--- src/rtl/core/modular_exponentiation_signed_exp_macros.svh ---
// Assertion macros shared by the modular exponentiation RTL
`ifndef MODULAR_EXPONENTIATION_SIGNED_EXP_MACROS_SVH
`define MODULAR_EXPONENTIATION_SIGNED_EXP_MACROS_SVH
// Implication checked every clock outside reset
`define MEX_ASSERT_IMP(label, clk, rst_n, ante, cons, msg) \
    label: assert property (@(posedge clk) disable iff (!rst_n) (ante) |-> (cons)) \
        else $error(msg);
// Next-cycle implication checked outside reset
`define MEX_ASSERT_NXT(label, clk, rst_n, ante, cons, msg) \
    label: assert property (@(posedge clk) disable iff (!rst_n) (ante) |=> (cons)) \
        else $error(msg);
`endif

--- src/rtl/core/mex_pkg.sv ---
// Package: shared constants, types and states for the modular exponentiation block
package mex_pkg;
    localparam int unsigned MOD_WIDTH_DEF = 16;
    localparam int unsigned BASE_W = 17;
    localparam int unsigned EXP_W = 17;
    localparam int unsigned RES_W = 16;
    localparam int unsigned QDEPTH = 2;

    localparam logic CFG_MODULUS = 1'b0;
    localparam logic CFG_EXPONENT = 1'b1;

    typedef enum logic [1:0] {
        T_CLS_NORMAL,
        T_CLS_ONE,
        T_CLS_ZERO
    } t_cls;

    typedef enum logic [3:0] {
        S_IDLE,
        S_RED,
        S_EUC_DIV,
        S_EUC_UPD,
        S_EUC_FIN,
        S_EXP_CHK,
        S_MUL,
        S_MUL_RED,
        S_SQR,
        S_SQR_RED,
        S_DONE
    } t_state;
endpackage

--- src/rtl/core/mex_front.sv ---
// Front end: classify each base and push it into a small queue
module mex_front #(
    parameter int unsigned MOD_WIDTH = mex_pkg::MOD_WIDTH_DEF
) (
    input  logic                       i_clk,
    input  logic                       i_rst_n,
    input  logic                       i_valid,
    output logic                       o_ready,
    input  logic [mex_pkg::BASE_W-1:0] i_base_value,
    input  logic [MOD_WIDTH-1:0]       i_modulus,
    input  logic [mex_pkg::EXP_W-1:0]  i_exponent,
    output logic                       o_q_valid,
    input  logic                       i_q_ready,
    output logic [mex_pkg::BASE_W-1:0] o_q_base,
    output mex_pkg::t_cls              o_q_cls
);
    import mex_pkg::*;
    `include "modular_exponentiation_signed_exp_macros.svh"

    logic [BASE_W-1:0] r_base [QDEPTH];
    t_cls              r_cls  [QDEPTH];
    logic              r_wp, n_wp, r_rp, n_rp;
    logic [1:0]        r_cnt, n_cnt;
    logic              push, pop;
    t_cls              cls;

    // classify against the current registers
    always_comb begin
        if (i_exponent == '0)     cls = T_CLS_ONE;
        else if (i_modulus == '0) cls = T_CLS_ZERO;
        else                      cls = T_CLS_NORMAL;
    end

    assign o_ready   = (r_cnt != 2'(QDEPTH));
    assign push      = i_valid && o_ready;
    assign o_q_valid = (r_cnt != 2'd0);
    assign pop       = o_q_valid && i_q_ready;
    assign o_q_base  = r_base[r_rp];
    assign o_q_cls   = r_cls[r_rp];

    // advance pointers and count
    always_comb begin
        n_wp  = push ? ~r_wp : r_wp;
        n_rp  = pop ? ~r_rp : r_rp;
        n_cnt = r_cnt + 2'(push) - 2'(pop);
    end

    always_ff @(posedge i_clk) begin
        if (!i_rst_n) begin
            r_wp  <= 1'b0;
            r_rp  <= 1'b0;
            r_cnt <= 2'd0;
        end else begin
            r_wp  <= n_wp;
            r_rp  <= n_rp;
            r_cnt <= n_cnt;
        end
    end

    // hold queue payload
    always_ff @(posedge i_clk) begin
        if (push) begin
            r_base[r_wp] <= i_base_value;
            r_cls[r_wp]  <= cls;
        end
    end

    `MEX_ASSERT_IMP(a_cnt_range, i_clk, i_rst_n, 1'b1, r_cnt <= 2'(QDEPTH), "queue overflow")
    `MEX_ASSERT_NXT(a_full_hold, i_clk, i_rst_n, r_cnt == 2'(QDEPTH) && !pop, !o_ready,
        "full queue accepted")
    `MEX_ASSERT_IMP(a_empty_nopop, i_clk, i_rst_n, r_cnt == 2'd0, !o_q_valid,
        "empty queue shows valid")
endmodule

--- src/rtl/core/mex_back.sv ---
// Back end: reduction, extended Euclid and square-and-multiply sequencer
module mex_back #(
    parameter int unsigned MOD_WIDTH = mex_pkg::MOD_WIDTH_DEF
) (
    input  logic                       i_clk,
    input  logic                       i_rst_n,
    input  logic                       i_q_valid,
    output logic                       o_q_ready,
    input  logic [mex_pkg::BASE_W-1:0] i_q_base,
    input  mex_pkg::t_cls              i_q_cls,
    input  logic [MOD_WIDTH-1:0]       i_modulus,
    input  logic [mex_pkg::EXP_W-1:0]  i_exponent,
    output logic                       o_valid,
    input  logic                       i_ready,
    output logic [mex_pkg::RES_W-1:0]  o_power_result
);
    import mex_pkg::*;
    `include "modular_exponentiation_signed_exp_macros.svh"

    localparam int unsigned PW = 2 * MOD_WIDTH;
    localparam int unsigned DW = PW + 1;          // signed dividend width
    localparam int unsigned CW = $clog2(DW + 1);
    localparam int unsigned SW = MOD_WIDTH + 2;   // Bezout coefficient width

    t_state r_state, n_state;

    // shared restoring divider: remainder of |dividend| by modulus (by r_y in S_EUC_DIV), or quotient
    logic [DW-1:0]        r_num;
    logic [MOD_WIDTH:0]   r_rem;
    logic [CW-1:0]        r_cnt;
    logic                 r_neg;

    logic [MOD_WIDTH-1:0] r_base, r_res, r_y;
    logic signed [SW-1:0] r_s0, r_s1;
    logic [EXP_W-1:0]     r_mag;
    logic [RES_W-1:0]     r_out;
    logic                 r_ovalid;

    logic [MOD_WIDTH:0]   trial;
    logic                 fits;
    logic [MOD_WIDTH-1:0] divisor;
    logic signed [SW+MOD_WIDTH:0] s2;
    logic [MOD_WIDTH-1:0] rem_fix;

    assign divisor = (r_state == S_EUC_DIV) ? r_y : i_modulus;
    assign trial   = {r_rem[MOD_WIDTH-1:0], r_num[DW-1]};
    assign fits    = trial >= {1'b0, divisor};
    // remainder of a negative dividend folds up by the modulus
    assign rem_fix = (r_neg && r_rem[MOD_WIDTH-1:0] != '0)
                     ? MOD_WIDTH'(i_modulus - r_rem[MOD_WIDTH-1:0])
                     : r_rem[MOD_WIDTH-1:0];
    assign s2      = (SW+MOD_WIDTH+1)'(r_s0)
                     - $signed({1'b0, r_num[MOD_WIDTH-1:0]}) * r_s1;

    assign o_q_ready      = (r_state == S_IDLE) && !r_ovalid;
    assign o_valid        = r_ovalid;
    assign o_power_result = r_out;

    always_comb begin
        n_state = r_state;
        unique case (r_state)
            S_IDLE:    if (i_q_valid && o_q_ready) begin
                           n_state = (i_q_cls == T_CLS_NORMAL) ? S_RED : S_DONE;
                       end
            S_RED, S_MUL_RED, S_SQR_RED:
                       if (r_cnt == CW'(DW)) begin
                           n_state = (r_state == S_RED)
                                     ? (i_exponent[EXP_W-1] ? S_EUC_DIV : S_EXP_CHK)
                                     : (r_state == S_MUL_RED ? S_SQR : S_EXP_CHK);
                       end
            S_EUC_DIV: if (r_y == '0) n_state = S_EUC_FIN;
                       else if (r_cnt == CW'(DW)) n_state = S_EUC_UPD;
            S_EUC_UPD: n_state = S_EUC_DIV;
            S_EUC_FIN: if (r_cnt == CW'(DW)) n_state = S_EXP_CHK;
            S_EXP_CHK: n_state = (r_mag == '0) ? S_DONE : (r_mag[0] ? S_MUL : S_SQR);
            S_MUL:     n_state = S_MUL_RED;
            S_SQR:     n_state = S_SQR_RED;
            S_DONE:    n_state = S_IDLE;
            default:   n_state = S_IDLE;
        endcase
    end

    always_ff @(posedge i_clk) begin
        if (!i_rst_n) begin
            r_state  <= S_IDLE;
            r_ovalid <= 1'b0;
        end else begin
            r_state <= n_state;
            if (r_state == S_DONE) r_ovalid <= 1'b1;
            else if (r_ovalid && i_ready) r_ovalid <= 1'b0;
        end
    end

    // datapath
    always_ff @(posedge i_clk) begin
        // divider step, shared by all long-division states
        if (r_state == S_RED || r_state == S_MUL_RED || r_state == S_SQR_RED
            || (r_state == S_EUC_DIV && r_y != '0) || r_state == S_EUC_FIN) begin
            if (r_cnt != CW'(DW)) begin
                r_rem <= fits ? trial - {1'b0, divisor} : trial;
                r_num <= {r_num[DW-2:0], fits};
                r_cnt <= r_cnt + 1'b1;
            end
        end
        unique case (r_state)
            S_IDLE: begin
                // hold the presented result until the next base is taken
                if (i_q_valid && o_q_ready) begin
                    r_out <= (i_q_cls == T_CLS_ONE) ? RES_W'(1) : '0;
                end
                r_res <= MOD_WIDTH'(1);
                r_mag <= i_exponent[EXP_W-1] ? EXP_W'(-i_exponent) : i_exponent;
                r_neg <= i_q_base[BASE_W-1];
                r_num <= i_q_base[BASE_W-1]
                         ? DW'(-$signed({i_q_base[BASE_W-1], i_q_base}))
                         : DW'(i_q_base);
                r_rem <= '0;
                r_cnt <= '0;
            end
            S_RED: if (r_cnt == CW'(DW)) begin
                r_base <= rem_fix;
                r_y    <= i_modulus;
                r_s0   <= SW'(1);
                r_s1   <= '0;
                r_num  <= DW'(rem_fix);
                r_rem  <= '0;
                r_cnt  <= '0;
                r_neg  <= 1'b0;
            end
            S_EUC_DIV: if (r_y == '0) begin
                // reduce s0 modulo n
                r_neg <= r_s0[SW-1];
                r_num <= r_s0[SW-1] ? DW'(-r_s0) : DW'(r_s0);
                r_rem <= '0;
                r_cnt <= '0;
            end
            S_EUC_UPD: begin
                // quotient in r_num, remainder in r_rem; old divisor is the next dividend
                r_y   <= r_rem[MOD_WIDTH-1:0];
                r_s0  <= r_s1;
                r_s1  <= SW'(s2);
                r_num <= DW'(r_y);
                r_rem <= '0;
                r_cnt <= '0;
            end
            S_EUC_FIN: if (r_cnt == CW'(DW)) r_base <= rem_fix;
            S_MUL_RED: if (r_cnt == CW'(DW)) r_res <= r_rem[MOD_WIDTH-1:0];
            S_SQR_RED: if (r_cnt == CW'(DW)) begin
                r_base <= r_rem[MOD_WIDTH-1:0];
                r_mag  <= r_mag >> 1;
            end
            S_MUL: begin
                r_num <= DW'(PW'(r_res) * PW'(r_base));
                r_rem <= '0;
                r_cnt <= '0;
                r_neg <= 1'b0;
            end
            S_SQR: begin
                r_num <= DW'(PW'(r_base) * PW'(r_base));
                r_rem <= '0;
                r_cnt <= '0;
                r_neg <= 1'b0;
            end
            S_EXP_CHK: if (r_mag == '0) r_out <= RES_W'(r_res);
            default: ;
        endcase
    end

    `MEX_ASSERT_NXT(a_done_valid, i_clk, i_rst_n, r_state == S_DONE, o_valid,
        "result not presented")
    `MEX_ASSERT_IMP(a_no_take_busy, i_clk, i_rst_n, r_state != S_IDLE, !o_q_ready,
        "queue read while busy")
    `MEX_ASSERT_IMP(a_div_cnt, i_clk, i_rst_n, 1'b1, r_cnt <= CW'(DW),
        "divider counter overrun")
endmodule

--- src/rtl/core/modular_exponentiation_signed_exp.sv ---
// Modular exponentiation with signed base and signed exponent. Results come
// out in input order, one per base. All long divisions run in one shared
// bit-serial divider. Taking a base reduces it modulo the modulus; a negative
// exponent adds one division per extended Euclid step and a final reduction
// of the coefficient; each exponent bit then costs a square, plus a multiply
// when the bit is set. Exponent zero or modulus zero gives the result without
// any division. The back end takes the next base only once the previous
// result has been transferred; a two-entry queue in front lets the next
// bases wait meanwhile.
module modular_exponentiation_signed_exp #(
    parameter int unsigned MOD_WIDTH = mex_pkg::MOD_WIDTH_DEF
) (
    input  logic                       i_clk,
    input  logic                       i_rst_n,
    input  logic                       i_valid,
    output logic                       o_ready,
    input  logic [mex_pkg::BASE_W-1:0] i_base_value,
    output logic                       o_valid,
    input  logic                       i_ready,
    output logic [mex_pkg::RES_W-1:0]  o_power_result,
    input  logic                       i_cfg_valid,
    output logic                       o_cfg_ready,
    input  logic                       i_cfg_index,
    input  logic [mex_pkg::EXP_W-1:0]  i_cfg_data
);
    import mex_pkg::*;

    logic [MOD_WIDTH-1:0] r_modulus;
    logic [EXP_W-1:0]     r_exponent;
    logic                 q_valid, q_ready;
    logic [BASE_W-1:0]    q_base;
    t_cls                 q_cls;

    assign o_cfg_ready = 1'b1;

    // write configuration registers
    always_ff @(posedge i_clk) begin
        if (!i_rst_n) begin
            r_modulus  <= MOD_WIDTH'(1);
            r_exponent <= EXP_W'(1);
        end else if (i_cfg_valid) begin
            unique case (i_cfg_index)
                CFG_MODULUS:  r_modulus  <= i_cfg_data[MOD_WIDTH-1:0];
                CFG_EXPONENT: r_exponent <= i_cfg_data;
                default: ;
            endcase
        end
    end

    mex_front #(.MOD_WIDTH(MOD_WIDTH)) u_front (
        .i_clk, .i_rst_n, .i_valid, .o_ready, .i_base_value,
        .i_modulus(r_modulus), .i_exponent(r_exponent),
        .o_q_valid(q_valid), .i_q_ready(q_ready), .o_q_base(q_base), .o_q_cls(q_cls)
    );

    mex_back #(.MOD_WIDTH(MOD_WIDTH)) u_back (
        .i_clk, .i_rst_n,
        .i_q_valid(q_valid), .o_q_ready(q_ready), .i_q_base(q_base), .i_q_cls(q_cls),
        .i_modulus(r_modulus), .i_exponent(r_exponent),
        .o_valid, .i_ready, .o_power_result
    );
endmodule

--- config.mk ---
export PLATFORM = sky130hd
export DESIGN_NAME = modular_exponentiation_signed_exp
export DESIGN_NICKNAME = d
export VERILOG_FILES = /design/src/rtl/core/mex_pkg.sv /design/src/rtl/core/mex_front.sv /design/src/rtl/core/mex_back.sv /design/src/rtl/core/modular_exponentiation_signed_exp.sv
export VERILOG_INCLUDE_DIRS = /design/src /design/src/rtl/core
export SDC_FILE = /design/constraint.sdc
export NUM_CORES = 2
export LEC_CHECK = 0
export CORE_ASPECT_RATIO = 0.7
export CORE_MARGIN = 4
export CORE_UTILIZATION = 53
export DETAILED_ROUTE_END_ITERATION = 12
export DONT_BUFFER_PORTS = 1
export PLACE_DENSITY = 0.72
export SYNTH_ARGS = -nofsm -noshare
export SYNTH_HDL_FRONTEND = slang
export SYNTH_HIERARCHICAL = 1
export SYNTH_SLANG_ARGS = --single-unit
--- constraint.sdc ---
create_clock -name i_clk -period 8.5 [get_ports i_clk]
set_clock_uncertainty 0.1 [all_clocks]
set_input_delay 0.85 -clock i_clk [delete_from_list [all_inputs] [get_ports i_clk]]
set_output_delay 0.85 -clock i_clk [all_outputs]
set_load 0.1 [all_outputs]
======== After elaboration in Yosys (flattened, before gate mapping) ========
Memory sizes are Yosys's and may differ from the RTL's. A register that Yosys moved wholly into a read port is not among the register bits.
Cells that the tools add are included.
storage, ports and cells
  flip-flop bits (word level) ............. 216
  memory bits (writable) .................. 38
  input port bits ......................... 40
  output and inout bits ................... 19
  word-level logic and storage cells ...... 162
  memories kept ........................... 2
operators by class
  add/sub/neg operators ................... 9
  $mul .................................... 3
  $lt $le $gt $ge ......................... 1
  equal/unequal tests ..................... 24
  muxes and demuxes ....................... 62
  bitwise gates (word level) .............. 3
  reductions and logical operators ........ 40
memories
  name            depth  width  read ports  clocked after memory_dff  write ports  RTL line         text
  u_front.r_base  2      17     1           1                         1            mex_front.sv:20  logic [BASE_W-1:0] r_base [QDEPTH];
  u_front.r_cls   2      2      1           1                         1            mex_front.sv:21  t_cls r_cls [QDEPTH];
operator list
  cell                 number
  $mux W33             6
  $pmux W33 S6         1
  $pmux W16 S2         4
  $mux W17             7
  $mux W16             7
  $pmux W18 S2         2
  $mul A16 B16 Y32     2
  $pmux W17 S3         1
  $mux W4              10
  $mux W18             2
  $logic_not A17 Y1    2
  $pmux W17 S2         1
  $neg A17 Y33         1
  $neg A18 Y33         1
  $logic_not A16 Y1    2
  $pmux W4 S8          1
  $reduce_bool A16 Y1  2
  $mux W6              4
  $mul A17 B18 Y18     1
  $pmux W6 S3          1
  $sub A18 B18 Y18     1
  $ge A17 B16 Y1       1
  $neg A17 Y17         1
  $sub A17 B16 Y17     1
  other kinds (32)     80

======== Depth between registers and ports, before layout ========
  depth in word-level cells ............... 8
  gate-level depth with buffers ........... 25
  gate-level depth less buffers ........... 23

======== By module ========
Netlist, hierarchy kept.
by module, submodules not included
  module                             instances  cells an instance  area each (µm²)  sequential area each (µm²)
  mex_back                           1          3,582              32,043.2         4,744.6
  mex_front                          1          100                1,729.2          1,241.2
  modular_exponentiation_signed_exp  1          130                1,300.0          660.6

======== Least setup slack after synthesis ========
Ideal clock, no wire load.
  path kind ............................... register to register
  start ................................... register u_back.r_base[9]
  end ..................................... register u_back.r_num[30]
  setup time .............................. 0.134 ns
  arrival ................................. 6.293 ns
  required time ........................... 8.266 ns
  slack ................................... 1.973 ns
  stages on the path, launching flop included .. 22
  buffers on the path ..................... 2
  period minus slack after synthesis ...... 6.527 ns
  cells stage by stage .................... edfxtp_1 clkbuf_1 clkbuf_1 nand2_1 fa_1 inv_1 fa_1 fa_1 fa_1 fa_1 inv_1 fa_1 inv_1 ha_1 a211o_1 or3_1 o21ai_0 nor2_1 a211oi_2 o21ai_1 mux2i_1 or4_1
on the way
  word-level cells in the longest chain between the ends .. 2
  elaborated cells between the ends (all ways) .. 3
  classes of those cells .................. mul: 2; mux: 1
RTL lines
  what                                        RTL line                          text
  start: declaration                          mex_back.sv:33                    logic [MOD_WIDTH-1:0] r_base, r_res, r_y;
  start signal: assignment                    mex_back.sv:121                   r_base <= rem_fix;
  start signal: assignment                    mex_back.sv:146                   S_EUC_FIN: if (r_cnt == CW'(DW)) r_base <= rem_fix;
  start signal: assignment                    mex_back.sv:149                   r_base <= r_rem[MOD_WIDTH-1:0];
  $mul A16 B16 Y32, on equally long branches  mex_back.sv:159, mex_back.sv:153
  $pmux W33 S6 (*)                            mex_back.sv:105                   unique case (r_state)
  end signal: assignment                      mex_back.sv:101                   r_num <= {r_num[DW-2:0], fits};
  end signal: assignment                      mex_back.sv:114                   r_num <= i_q_base[BASE_W-1]
  end signal: assignment                      mex_back.sv:159                   r_num <= DW'(PW'(r_base) * PW'(r_base));
  end: declaration                            mex_back.sv:28                    logic [DW-1:0] r_num;
Mark *: on every way between the ends. The rest lies on a longest branch, timed or not.
A chain may end at the register's enable or synchronous reset.

======== Final worst setup path ========
  start ................................... register u_back.r_base[12]
  end ..................................... register u_back.r_num[31]
Same word-level chain as after synthesis.

==> flow_metrics.env <==
export IMPL_outcome="finished clean"
export IMPL_drtAntennaViolNets=0
export IMPL_max_clock_path_buffers=3
export IMPL_maxCapViolCount=0
export IMPL_diodes=0
export IMPL_crit_fanout=21
export IMPL_grt_pass1_vias=26700
export IMPL_fin_crit_sh_pct=89.1
export IMPL_drt_total_wl_mm=96.5
export IMPL_insertion_delay_ns=0.58
export IMPL_fmax_ghz=0.132
export IMPL_path_clk_slew_ns=0.06
export IMPL_netlist_area_leader_share_pct=27.6
export IMPL_dieHeight_um=223
export IMPL_drv_slew=0
export IMPL_avgSynthCellArea_sq_um=9.20
export IMPL_r2r_end="u_back/r_num[31]"
export IMPL_reg2reg_from="u_back/r_base[12]"
export IMPL_synthFlopType="edfxtp_1"
export IMPL_syn_inst=3812
export IMPL_cp_slowest_stage_delay_ns=1.11
export IMPL_wl_met1_mm=44.3
export IMPL_synth_area_sq_mm=0.0351
export IMPL_area_growth_pct=4.57
export IMPL_synthDistinctLibCells=91
export IMPL_numCtsBuffers=26
export IMPL_drive_above_1_share_pct=4.26
export IMPL_h_tree_depth=1
export IMPL_synth_warnings=6
export IMPL_period_minus_slack_ns=7.57
export IMPL_r2r_slack_ns=0.93
export IMPL_cpMostUsedCell="fa_1"
export IMPL_first_pass_iters=8
export IMPL_worst_pin_slew_ns=1.27
export IMPL_async_flop_share_pct=0
export IMPL_rsz0062_at_grt="false"
export IMPL_cp_cell_sequence="inv_1 > nor2_1 > ha_1 > xor2_1 > fa_1 > inv_1 > fa_1 > fa_1 > fa_1 > inv_1 > fa_1 > inv_1 > ha_1 > a211oi_1 > o21ai_1 > and3_1 > o41ai_1 > nor4_1 > a211oi_1 > mux2i_1 > a211o_1"
export IMPL_grt_max_degree=61
export IMPL_port_buffer_count=0
export IMPL_core_sq_mm=0.0652
export IMPL_syn_nets=4642
export IMPL_yosysMostFrequentCell="inv_1"
export IMPL_synth_top_cells_by_count="inv_1, nand2_1, fa_1"
export IMPL_die_area_sq_mm=0.0704
export IMPL_cts_hold_buf=0
export IMPL_hold_start="i_rst_n"
export IMPL_worstSetupStartpointType="register"
export IMPL_wl_met2_mm=38.6
export IMPL_synth_seq_cells=254
export IMPL_cts_tree="done"
export IMPL_via_count=26600
export IMPL_hold_viol_final=0
export IMPL_multi_input_area_sq_mm=0.0254
export IMPL_clockRootBuffer="clkbuf_16"
export IMPL_clkSinkCount=254
export IMPL_rr_worst_depth=21
export IMPL_die_w_um=315
export IMPL_drt_iter0_drc=3027
export IMPL_avgRoutedWirePerCell_um=20.9
export IMPL_grt_pass1_wl_mm=154
export IMPL_crit_required_ns=8.86
export IMPL_n_fill_cell=5839
export IMPL_routed_top_layer="met4"
export IMPL_holdPathEnd="r_exponent[0]"
export IMPL_start_util_pct=53.8
export IMPL_arrival_ns=7.93
export IMPL_grtUsageTotal_pct=27.8
export IMPL_rows=78
export IMPL_overflow=0
export IMPL_slew_headroom_pct=15.0
export IMPL_ios=59
export IMPL_endpoint_kind="register"
export IMPL_hold_class="primary input to register"
export IMPL_drc=0
export IMPL_cts_setup_buffers=0
export IMPL_synth_edf_count=156
export IMPL_regArea_sq_mm=0.00665
export IMPL_tns_ns=0
export IMPL_setup_viol=0
export IMPL_nets=4543
export IMPL_yosysTopAreaCell="fa_1"
export IMPL_vias_per_cell=5.77
export IMPL_yosysSeqAreaShare_pct=19.0
export IMPL_antenna_found_initial=2
export IMPL_hold_depth=1
export IMPL_dr_wl_met3_mm=11.9
export IMPL_path_class="register to register"
export IMPL_hpwl_mm=75.4
export IMPL_finalWeightedCongestion=0.980
export IMPL_cp_slowest_cell="edfxtp_1"
export IMPL_synth_area_top_cells="fa_1, edfxtp_1, ha_1, inv_1, dfxtp_1"
export IMPL_cts_resized_gates=0
## worst max-delay path by stage
stage / from / end / slack, ns / depth (start not counted)
after floorplan: u_back/r_base[9] / u_back/r_num[30] / 1.97 / 21
after detailed placement: u_back/r_base[12] / u_back/r_num[31] / 1.13 / 21
after global routing: u_back/r_base[12] / u_back/r_num[31] / 0.62 / 21
after CTS: u_back/r_base[12] / u_back/r_num[31] / 1.07 / 21
after global placement: u_back/r_base[12] / u_back/r_num[31] / 1.19 / 21
final: u_back/r_base[12] / u_back/r_num[31] / 0.93 / 21
## cell families (layout without fill, tap and decap cells)
kind of cell	Yosys count	in the layout	share of synthesized area, %
AO/OA/AOI/OAI	481	481	9.16
XOR/XNOR	175	175	4.39
adder cells (fa/ha/maj)	790	790	38.5
buffers and inverters	808	728	8.90
flip-flops	254	254	19.0
multiplexers	117	117	3.45
other	1	1	0.0107
AND/OR/NAND/NOR	1186	1186	16.6
## layout by cell type, fill, tap and decap left out, types with 14 or more instances in the layout
| cell | synthesis | final |
|---|---|---|
| o21a_1 | 17 | 17 |
| and2_1 | 291 | 291 |
| ha_1 | 307 | 307 |
| mux2_2 | 32 | 32 |
| o22ai_1 | 17 | 17 |
| o31ai_1 | 16 | 16 |
| nand2b_1 | 27 | 27 |
| clkbuf_16 | 0 | 28 |
| o21ai_1 | 20 | 21 |
| a21oi_1 | 109 | 109 |
| dfxtp_1 | 98 | 98 |
| edfxtp_1 | 156 | 156 |
| o221ai_1 | 14 | 14 |
| buf_4 | 8 | 41 |
| xor2_1 | 68 | 68 |
| nand2_1 | 501 | 500 |
| mux2i_1 | 85 | 85 |
| a21o_1 | 31 | 31 |
| or3_1 | 33 | 33 |
| nor3_1 | 44 | 41 |
| nor2_1 | 128 | 125 |
| fa_1 | 483 | 483 |
| xnor2_1 | 106 | 106 |
| inv_1 | 640 | 641 |
| and3_1 | 17 | 17 |
| nand3_1 | 48 | 47 |
| nor4_1 | 20 | 20 |
| o21ai_0 | 109 | 108 |
| nor2b_1 | 18 | 18 |
## worst max-delay path, delay by kind of cell, from the launching register on
| kind | cells | cell delay, ns |
|---|---|---|
| compound gates | 5 | 1.54 |
| xor+xnor | 1 | 0.19 |
| fa+ha+maj | 7 | 3.16 |
| buf+inv | 4 | 0.57 |
| flops | 1 | 1.11 |
| mux | 1 | 0.13 |
| simple gates | 3 | 0.64 |
## cell type report
class,instances,share of cell area (%)
Clock buffer,34,2.05
Clock inverter,13,0.283
Inverter,640,6.55
Multi-Input combinational cell,2750,69.2
Sequential cell,254,18.1
Tap cell,880,3.00
Timing Repair Buffer,41,0.839
## stage by stage
stage | cell area (sq um) | setup WS (ns) | hold slack [ns] | instances | util (%)
detailed placement | 35800 | 1.13 | 0.385 | 4565 | 54.9
global route | 36700 | 0.616 | 0.235 | 4612 | 56.3
global placement | 35800 | 1.19 | 0.381 | 4565 | 54.9
finish | 36700 | 0.930 | 0.269 | 4612 | 56.3
floorplan | 35100 | 1.97 | 0.331 | 3812 | -
CTS | 36700 | 1.07 | 0.232 | 4612 | 56.3
## per-layer routing
metal	vias up	track usage [%]
li1	12100	-
met3	126	8.39
met4	0	4.41
met2	1353	38.4
met5	-	0
met1	13000	43.3
## state kept, by name (all words and copies together) (netlist names), named ones only
name	count
u_back/r_mag	17
u_front/r_base	34
u_back/o_power_result	16
u_back/r_cnt	6
u_back/r_neg	1
r_modulus	16
u_back/r_s1	18
u_front/r_wp	1
u_back/r_base	16
r_exponent	17
u_back/r_res	16
u_back/o_valid	1
u_back/r_rem	16
u_front/r_cls	4
u_back/r_s0	18
u_front/r_rp	1
u_front/r_cnt	2
u_back/r_state	4
u_back/r_y	16
u_back/r_num	33
Power is left out: the tool's default activity adds up to more than one toggle a clock period on the data nets, which glitch-free logic cannot reach.
